--- config.mk ---
export PLATFORM = sky130hd
export DESIGN_NAME = lora_airtime_calculator_core
export DESIGN_NICKNAME = d
export VERILOG_FILES = /design/src/hw/rtl/lac_pkg.sv /design/src/hw/rtl/lac_symbols.sv /design/src/hw/rtl/lac_scale.sv /design/src/hw/rtl/lac_div_stage.sv /design/src/hw/rtl/lora_airtime_calculator_core.sv
export SDC_FILE = /design/constraint.sdc
export NUM_CORES = 2
export LEC_CHECK = 0
export ABC_AREA = 1
export ABC_CLOCK_PERIOD_IN_PS = 6850
export BUFFER_PORTS_ARGS = -buffer_cell sky130_fd_sc_hd__clkbuf_2
export CORE_MARGIN = 2
export CORE_UTILIZATION = 56
export DETAILED_ROUTE_END_ITERATION = 6
export PLACE_DENSITY = 0.68
export SETUP_SLACK_MARGIN = 0.5
export SLEW_MARGIN = 20
export SYNTH_ARGS = -nofsm -noshare
export SYNTH_HDL_FRONTEND = slang
export SYNTH_HIERARCHICAL = 1
export SYNTH_SLANG_ARGS = --single-unit
export TNS_END_PERCENT = 30
--- constraint.sdc ---
create_clock -name clk -period 6.85 [get_ports clk]
set_input_delay 1.0275 -clock clk [delete_from_list [all_inputs] [get_ports clk]]
set_output_delay 1.0275 -clock clk [all_outputs]
set_load 0.01 [all_outputs]
--- src/hw/rtl/lac_pkg.sv ---
// ============================================================================
// lac_pkg: shared types, constants and helpers for the LoRa airtime core
// Holds the register codes, the fixed-point widths and the small tables
// used by the symbol, scaling and divider stages.
// ============================================================================
`default_nettype none

package lac_pkg;

  // Configuration register indexes
  typedef enum logic [1:0] {
    CFG_SPREADING_FACTOR = 2'd0,
    CFG_BANDWIDTH_HZ     = 2'd1,
    CFG_CODING_RATE      = 2'd2,
    CFG_UNUSED           = 2'd3
  } cfg_index_t;

  localparam int SF_W   = 4;
  localparam int BW_W   = 19;
  localparam int CR_W   = 3;
  localparam int BYTE_W = 8;

  localparam logic [SF_W-1:0] SF_MIN   = 4'd5;
  localparam logic [SF_W-1:0] SF_MAX   = 4'd12;
  localparam logic [SF_W-1:0] SF_RESET = 4'd7;
  localparam logic [BW_W-1:0] BW_RESET = 19'd125000;
  localparam logic [CR_W-1:0] CR_RESET = 3'd1;

  // Quarter-symbol count: 97 + 4 * payload symbols, at most 7665
  localparam int QTR_W = 13;
  localparam logic [QTR_W-1:0] FIXED_QUARTERS = 13'd97;

  // Quarter symbols times one million
  localparam int US_W = 20;
  localparam logic [US_W-1:0] US_PER_SECOND = 20'd1000000;
  localparam int MUL_W = 33;

  // Rounded-division numerator 2N + BW and divisor 2 * BW
  localparam int NUM_W = 44;
  localparam int QUO_W = 32;
  localparam int REM_W = BW_W + 1;
  localparam int HI_W  = NUM_W - QUO_W;

  localparam int DIV_STEP_BITS = 2;

  // Reciprocal of (SF - 2) scaled by 2^16, rounded up
  localparam int RCP_W     = 15;
  localparam int RCP_SHIFT = 16;

  localparam logic [QUO_W-1:0] RESULT_MAX = 32'hFFFF_FFFF;

  typedef struct packed {
    logic              ovf;
    logic [REM_W-1:0]  rem;
    logic [QUO_W-1:0]  lo;
  } div_beat_t;

  function automatic logic [SF_W-1:0] clamp_sf(input logic [SF_W-1:0] sf);
    logic [SF_W-1:0] res;
    begin
      res = sf;
      if (sf < SF_MIN) res = SF_MIN;
      if (sf > SF_MAX) res = SF_MAX;
      return res;
    end
  endfunction

  function automatic logic [RCP_W-1:0] sf_recip(input logic [SF_W-1:0] sf);
    logic [RCP_W-1:0] res;
    begin
      case (sf)
        4'd5:    res = 15'd21846;
        4'd6:    res = 15'd16384;
        4'd7:    res = 15'd13108;
        4'd8:    res = 15'd10923;
        4'd9:    res = 15'd9363;
        4'd10:   res = 15'd8192;
        4'd11:   res = 15'd7282;
        4'd12:   res = 15'd6554;
        default: res = 15'd6554;
      endcase
      return res;
    end
  endfunction

endpackage

`default_nettype wire

--- src/hw/rtl/lac_symbols.sv ---
// ============================================================================
// lac_symbols: packet symbol count in quarter-symbol units
// Two stages: block count by reciprocal multiply, then coding-rate scaling
// plus the fixed preamble, sync and header part.
// ============================================================================
`default_nettype none

module lac_symbols (
  input  wire logic                          clk,
  input  wire logic                          rst_n,
  input  wire logic                          in_vld,
  input  wire logic [lac_pkg::BYTE_W-1:0]    in_bytes,
  input  wire logic [lac_pkg::SF_W-1:0]      sf,
  input  wire logic [lac_pkg::CR_W-1:0]      cr,
  output logic                               qtr_vld,
  output logic [lac_pkg::QTR_W-1:0]          qtr
);

  localparam int X_W    = 10;
  localparam int PROD_W = X_W + lac_pkg::RCP_W;
  localparam int BLK_W  = 8;
  localparam int PAY_W  = 11;

  logic                          vld_a_r;
  logic [PROD_W-1:0]             prod_r, prod_nxt;
  logic                          vld_b_r;
  logic [lac_pkg::QTR_W-1:0]     qtr_r, qtr_nxt;

  logic [X_W-1:0]                pos;
  logic [X_W-1:0]                ceil_num;
  logic [BLK_W-1:0]              blocks;
  logic [PAY_W-1:0]              pay;

  // With the quarter folded in, the ceiling numerator is 2n + 8 and the
  // payload is empty when 2n + 11 does not exceed SF.
  always_comb begin
    pos      = {1'b0, in_bytes, 1'b0} + 10'd11;
    ceil_num = {1'b0, in_bytes, 1'b0} + 10'd8;
    if (pos <= {6'd0, sf}) begin
      prod_nxt = '0;
    end else begin
      prod_nxt = ceil_num * lac_pkg::sf_recip(sf);
    end
  end

  always_comb begin
    blocks  = prod_r[lac_pkg::RCP_SHIFT +: BLK_W];
    pay     = blocks * ({1'b0, cr} + 4'd4);
    qtr_nxt = lac_pkg::FIXED_QUARTERS + {pay, 2'b00};
  end

  always_ff @(posedge clk) begin
    if (!rst_n) begin
      vld_a_r <= 1'b0;
      vld_b_r <= 1'b0;
    end else begin
      vld_a_r <= in_vld;
      vld_b_r <= vld_a_r;
    end
  end

  always_ff @(posedge clk) begin
    prod_r <= prod_nxt;
    qtr_r  <= qtr_nxt;
  end

  assign qtr_vld = vld_b_r;
  assign qtr     = qtr_r;

endmodule

`default_nettype wire

--- src/hw/rtl/lac_scale.sv ---
// ============================================================================
// lac_scale: build the rounded-division numerator and set up the divider
// Three stages: multiply by one million, shift by SF - 1 and add the
// bandwidth, then check for quotient overflow and load the remainder.
// ============================================================================
`default_nettype none

module lac_scale (
  input  wire logic                          clk,
  input  wire logic                          rst_n,
  input  wire logic                          qtr_vld,
  input  wire logic [lac_pkg::QTR_W-1:0]     qtr,
  input  wire logic [lac_pkg::SF_W-1:0]      sf,
  input  wire logic [lac_pkg::BW_W-1:0]      bw,
  output logic                               beat_vld,
  output lac_pkg::div_beat_t                 beat
);

  logic                          vld_c_r, vld_d_r, vld_e_r;
  logic [lac_pkg::MUL_W-1:0]     mul_r, mul_nxt;
  logic [lac_pkg::NUM_W-1:0]     num_r, num_nxt;
  lac_pkg::div_beat_t            beat_r, beat_nxt;

  logic [lac_pkg::SF_W-1:0]      shamt;
  logic [lac_pkg::HI_W-1:0]      hi;
  logic [lac_pkg::REM_W-1:0]     divisor;

  always_comb begin
    mul_nxt = qtr * lac_pkg::US_PER_SECOND;
    shamt   = sf - 4'd1;
    num_nxt = ({{(lac_pkg::NUM_W-lac_pkg::MUL_W){1'b0}}, mul_r} << shamt)
              + {{(lac_pkg::NUM_W-lac_pkg::BW_W){1'b0}}, bw};
  end

  // Quotient overflows 32 bits when the top bits already reach the divisor;
  // a zero bandwidth always lands here.
  always_comb begin
    hi           = num_r[lac_pkg::NUM_W-1 -: lac_pkg::HI_W];
    divisor      = {bw, 1'b0};
    beat_nxt.ovf = ({{(lac_pkg::REM_W-lac_pkg::HI_W){1'b0}}, hi} >= divisor);
    beat_nxt.rem = {{(lac_pkg::REM_W-lac_pkg::HI_W){1'b0}}, hi};
    beat_nxt.lo  = num_r[lac_pkg::QUO_W-1:0];
  end

  always_ff @(posedge clk) begin
    if (!rst_n) begin
      vld_c_r <= 1'b0;
      vld_d_r <= 1'b0;
      vld_e_r <= 1'b0;
    end else begin
      vld_c_r <= qtr_vld;
      vld_d_r <= vld_c_r;
      vld_e_r <= vld_d_r;
    end
  end

  always_ff @(posedge clk) begin
    mul_r  <= mul_nxt;
    num_r  <= num_nxt;
    beat_r <= beat_nxt;
  end

  assign beat_vld = vld_e_r;
  assign beat     = beat_r;

endmodule

`default_nettype wire

--- src/hw/rtl/lac_div_stage.sv ---
// ============================================================================
// lac_div_stage: one registered slice of the restoring divider
// Retires STEP_BITS quotient bits; quotient bits shift into the low word as
// the dividend bits shift out.
// ============================================================================
`default_nettype none

module lac_div_stage #(
  parameter int STEP_BITS = lac_pkg::DIV_STEP_BITS
) (
  input  wire logic                          clk,
  input  wire logic                          rst_n,
  input  wire logic                          in_vld,
  input  wire lac_pkg::div_beat_t            in_beat,
  input  wire logic [lac_pkg::BW_W-1:0]      bw,
  output logic                               out_vld,
  output lac_pkg::div_beat_t                 out_beat
);

  logic                  vld_r;
  lac_pkg::div_beat_t    beat_r, beat_nxt;

  always_comb begin
    logic [lac_pkg::REM_W:0]    trial;
    logic [lac_pkg::REM_W:0]    divisor;
    logic                       qbit;
    beat_nxt = in_beat;
    divisor  = {1'b0, bw, 1'b0};
    for (int i = 0; i < STEP_BITS; i++) begin
      trial = {beat_nxt.rem, beat_nxt.lo[lac_pkg::QUO_W-1]};
      qbit  = (trial >= divisor);
      if (qbit) begin
        trial = trial - divisor;
      end
      beat_nxt.rem = trial[lac_pkg::REM_W-1:0];
      beat_nxt.lo  = {beat_nxt.lo[lac_pkg::QUO_W-2:0], qbit};
    end
  end

  always_ff @(posedge clk) begin
    if (!rst_n) begin
      vld_r <= 1'b0;
    end else begin
      vld_r <= in_vld;
    end
  end

  always_ff @(posedge clk) begin
    beat_r <= beat_nxt;
  end

  assign out_vld  = vld_r;
  assign out_beat = beat_r;

endmodule

`default_nettype wire

--- src/hw/rtl/lora_airtime_calculator_core.sv ---
// ============================================================================
// lora_airtime_calculator_core: LoRa time on air in microseconds
// Fully pipelined: one packet length per cycle in, one rounded, saturated
// airtime per cycle out.
// ============================================================================
//
//  Channel  | Ports                                  | Beat marker
//  ---------+----------------------------------------+-------------------------
//  input    | in_packet_bytes[7:0]                   | start high, busy low
//  result   | out_airtime_us[31:0]                   | out_valid, one cycle
//  config   | cfg_index[1:0], cfg_wdata[18:0]        | cfg_we
//
//  The pipeline is the symbol and scaling stages, then the divider slices,
//  each retiring STEP_BITS quotient bits per cycle, then the output register.
//  Throughput is one beat per cycle; busy is never raised.
//  The receiver cannot stall, so the pipeline advances every cycle.
//  Synchronous reset clears the valid bits and loads the register defaults
//  (SF 7, 125 kHz, coding rate 4/5); payload registers are not reset.
//  Change configuration only while no beat is in flight.
//
// ============================================================================
`default_nettype none

module lora_airtime_calculator_core #(
  parameter int STEP_BITS = lac_pkg::DIV_STEP_BITS
) (
  input  wire logic                          clk,
  input  wire logic                          rst_n,
  // input channel
  input  wire logic                          start,
  output logic                               busy,
  input  wire logic [lac_pkg::BYTE_W-1:0]    in_packet_bytes,
  // result channel
  output logic                               out_valid,
  output logic [lac_pkg::QUO_W-1:0]          out_airtime_us,
  // configuration
  input  wire logic                          cfg_we,
  input  wire logic [1:0]                    cfg_index,
  input  wire logic [lac_pkg::BW_W-1:0]      cfg_wdata
);

  localparam int DIV_STAGES = lac_pkg::QUO_W / STEP_BITS;

  // Configuration registers
  logic [lac_pkg::SF_W-1:0]      sf_r, sf_nxt;
  logic [lac_pkg::BW_W-1:0]      bw_r, bw_nxt;
  logic [lac_pkg::CR_W-1:0]      cr_r, cr_nxt;
  logic [lac_pkg::SF_W-1:0]      sf_eff;

  // Pipeline links
  logic                          accept;
  logic                          qtr_vld;
  logic [lac_pkg::QTR_W-1:0]     qtr;
  logic                          div_vld  [DIV_STAGES+1];
  lac_pkg::div_beat_t            div_beat [DIV_STAGES+1];

  // Output register
  logic                          out_valid_r, out_valid_nxt;
  logic [lac_pkg::QUO_W-1:0]     out_airtime_r, out_airtime_nxt;

  // Decode register writes; an index past the list writes nothing
  always_comb begin
    sf_nxt = sf_r;
    bw_nxt = bw_r;
    cr_nxt = cr_r;
    if (cfg_we) begin
      case (lac_pkg::cfg_index_t'(cfg_index))
        lac_pkg::CFG_SPREADING_FACTOR: sf_nxt = cfg_wdata[lac_pkg::SF_W-1:0];
        lac_pkg::CFG_BANDWIDTH_HZ:     bw_nxt = cfg_wdata;
        lac_pkg::CFG_CODING_RATE:      cr_nxt = cfg_wdata[lac_pkg::CR_W-1:0];
        default: ;
      endcase
    end
  end

  always_ff @(posedge clk) begin
    if (!rst_n) begin
      sf_r <= lac_pkg::SF_RESET;
      bw_r <= lac_pkg::BW_RESET;
      cr_r <= lac_pkg::CR_RESET;
    end else begin
      sf_r <= sf_nxt;
      bw_r <= bw_nxt;
      cr_r <= cr_nxt;
    end
  end

  // Out-of-range spreading factors pin to the nearest legal value
  assign sf_eff = lac_pkg::clamp_sf(sf_r);

  // Every start is taken; the pipeline never backs up
  assign busy   = 1'b0;
  assign accept = start && !busy;

  // Quarter-symbol count of the whole packet
  lac_symbols u_symbols (
    .clk      (clk),
    .rst_n    (rst_n),
    .in_vld   (accept),
    .in_bytes (in_packet_bytes),
    .sf       (sf_eff),
    .cr       (cr_r),
    .qtr_vld  (qtr_vld),
    .qtr      (qtr)
  );

  // Numerator 2 * Q * 2^(SF-2) * 1e6 + BW over divisor 2 * BW gives the
  // half-up rounded microsecond count
  lac_scale u_scale (
    .clk      (clk),
    .rst_n    (rst_n),
    .qtr_vld  (qtr_vld),
    .qtr      (qtr),
    .sf       (sf_eff),
    .bw       (bw_r),
    .beat_vld (div_vld[0]),
    .beat     (div_beat[0])
  );

  // Divider chain, STEP_BITS quotient bits per slice
  for (genvar g = 0; g < DIV_STAGES; g++) begin : g_div
    lac_div_stage #(
      .STEP_BITS (STEP_BITS)
    ) u_div_stage (
      .clk      (clk),
      .rst_n    (rst_n),
      .in_vld   (div_vld[g]),
      .in_beat  (div_beat[g]),
      .bw       (bw_r),
      .out_vld  (div_vld[g+1]),
      .out_beat (div_beat[g+1])
    );
  end

  // Saturate on quotient overflow, which also covers a zero bandwidth
  always_comb begin
    out_valid_nxt   = div_vld[DIV_STAGES];
    out_airtime_nxt = div_beat[DIV_STAGES].ovf ? lac_pkg::RESULT_MAX
                                               : div_beat[DIV_STAGES].lo;
  end

  always_ff @(posedge clk) begin
    if (!rst_n) begin
      out_valid_r <= 1'b0;
    end else begin
      out_valid_r <= out_valid_nxt;
    end
  end

  always_ff @(posedge clk) begin
    out_airtime_r <= out_airtime_nxt;
  end

  assign out_valid      = out_valid_r;
  assign out_airtime_us = out_airtime_r;

endmodule

`default_nettype wire

==> results.toml <==
[setup_path]
cpPeakStageDelay_ns = 0.53
worstPathArrival_ns = 6.56
rr_worst_depth = 27
cp_max_fo = 8
crit_slowest_cell = "fa_1"
path_class = "flip-flop to flip-flop"
rr_startpoint = "sf_r[3]"
cp.required_ns = 7.53
crit_path_start_kind = "flip-flop"
r2r_slack_ns = 0.97
regToRegEndpoint = "u_symbols/prod_r[23]"
crit_path_end_kind = "flip-flop"
cpMostUsedCell = "inv_1"
crit_start = "sf_r[3]"

[sta]
relSlewSlack_pct = 27.47
drv_slew = 0
setup_tns_ns = 0
period_needed_ns = 5.884
tightest_slew_ns = 1.088
fmax_mhz = 170.0
setup_slack_ns = 0.9661
finalHoldViolCount = 0
finalCritPeriodShare_pct = 85.90
rsz0062_at_grt = "no"
holdWs_ns = 0.2994
finalSetupViolCount = 0
finalClockSkew_ns = 0.05574

[job]
drv_cap = 0

[die]
ios = 67
floorplan.initialDensity_pct = 56.38
row_count = 139
die_h_microns = 384.3
die_area_sq_um = 147700
core_sq_um = 143700
die_x_microns = 384.3

[routing]
drc_errors = 12
first_pass_iters = 7
vias_per_cell = 5.245
vias = 74062
wl_microns = 229600
drt_iter0_markers = 5658
routedWlPerCell_microns = 16.26
ant_nets = 0

[layout]
final_nets = 13128
final_cell_mix = "4208 x nand2_1, 1805 x inv_1, 1022 x dfxtp_1"
area_growth_pct = 6.993
final_common_cell = "nand2_1"
layout-drive-gt1-share_pct = 9.078
finalNonFillerCells = 14121

[clocking]
clkSlewWorstSetupHoldPaths_ns = 0.06
clock_latency_ns = 0.76
cts.path.max_buffers = 3
postCtsSetupRepairBufs = 0
htree_levels = 3
cts_made_buffers = 109
cts.sinks = 1043
ctsHoldBuffers = 0
cts-root-buf = "clkbuf_16"
cts_tree = "done"

[grt]
antenna_found_initial = 4
grt_pass1_vias = 69734
track_usage_pct = 30.65
gr-total-overflow = 0
grt_max_degree = 49
grt_first_pass_wirelength_microns = 365800

[min_path]
hold_start = "g_div[8].u_div_stage/out_beat[23]"
hp-class = "flip-flop to flip-flop"
worstHoldEndpoint = "g_div[9].u_div_stage/out_beat[25]"
hold_depth = 0

[place]
dp_cells = 13911
hpwlAfterDp_microns = 182000
preCtsSetupSlack_ns = 0.6838
portBuffers = 65
gp_congestion = 0.9736

[outcome]
violations = "design-rule violations"
status = "complete, but fails checks"

[yosys]
ys.warnings.count = 6
postSynthAreaPerCell_sq_um = 6.719
syn-cell-area_sq_um = 81000
syn_inst = 12054
[layout make-up]
type | instances | area [sq um]
fillers | 14002 | 56990
multi-input cells | 8945 | 51280
flip-flops and latches | 1043 | 20910
inverters | 1869 | 7023
clock buffers | 135 | 2995
well taps | 1903 | 2381
repair buffers | 151 | 1071
clock inverters | 73 | 993.5
diodes | 2 | 5.005
[layer usage]
layer | vias up | part of all wire, % | GRT usage, %
met1 | 33720 | 46 | 41.75
met3 | 362 | 5.6 | 3.190
met5 | - | 0 | 0
met2 | 2138 | 45 | 50.16
li1 | 37842 | - | -
met4 | 0 | 3.7 | 11.07
[critical path: cells and delay by family (launching register included)]
kind	cells	cell delay, ns
adder cells (fa/ha/maj)	7	2.92
AO/OA/AOI/OAI	5	1.00
AND/OR/NAND/NOR	7	0.76
buffers and inverters	8	0.70
flip-flops	1	0.41
[worst max path at each step]
stage | end | cells past startpoint
floorplan | u_symbols/prod_r[23] | 26
finish | u_symbols/prod_r[23] | 27
CTS | u_symbols/prod_r[23] | 26
global placement | u_symbols/prod_r[23] | 23
detailed placement | u_symbols/prod_r[23] | 26
global route | u_symbols/prod_r[23] | 25
[through the flow]
step	instance area (sq um)	utilization [%]
final	86660	60.33
after global routing	86660	60.32
after CTS	86640	60.31
after detailed placement	82650	57.53
after global placement	82650	57.53
after floorplan	81020	-
[flip-flops by register name, summed over array words and instances (netlist names), 3 cells and up]
register	cells
u_symbols/prod_r	8
g_div.u_div_stage/out_beat	828
cr_r	3
bw_r	19
u_scale/beat	45
u_scale/num_r	44
out_airtime_us	32
g_div.u_div_stage/out_vld	16
u_symbols/qtr	11
u_scale/mul_r	27
sf_r	4
[what timing repair did]
| item | 4_1_cts | 5_1_grt |
|---|---|---|
| resized for setup | 0 | 6 |
| hold endpoints to repair | 0 | 0 |
| endpoints found under the setup margin | 0 | 7 |
Power is not shown: default switching activity piles up to over one toggle a cycle in this logic, so the estimate is an artifact.
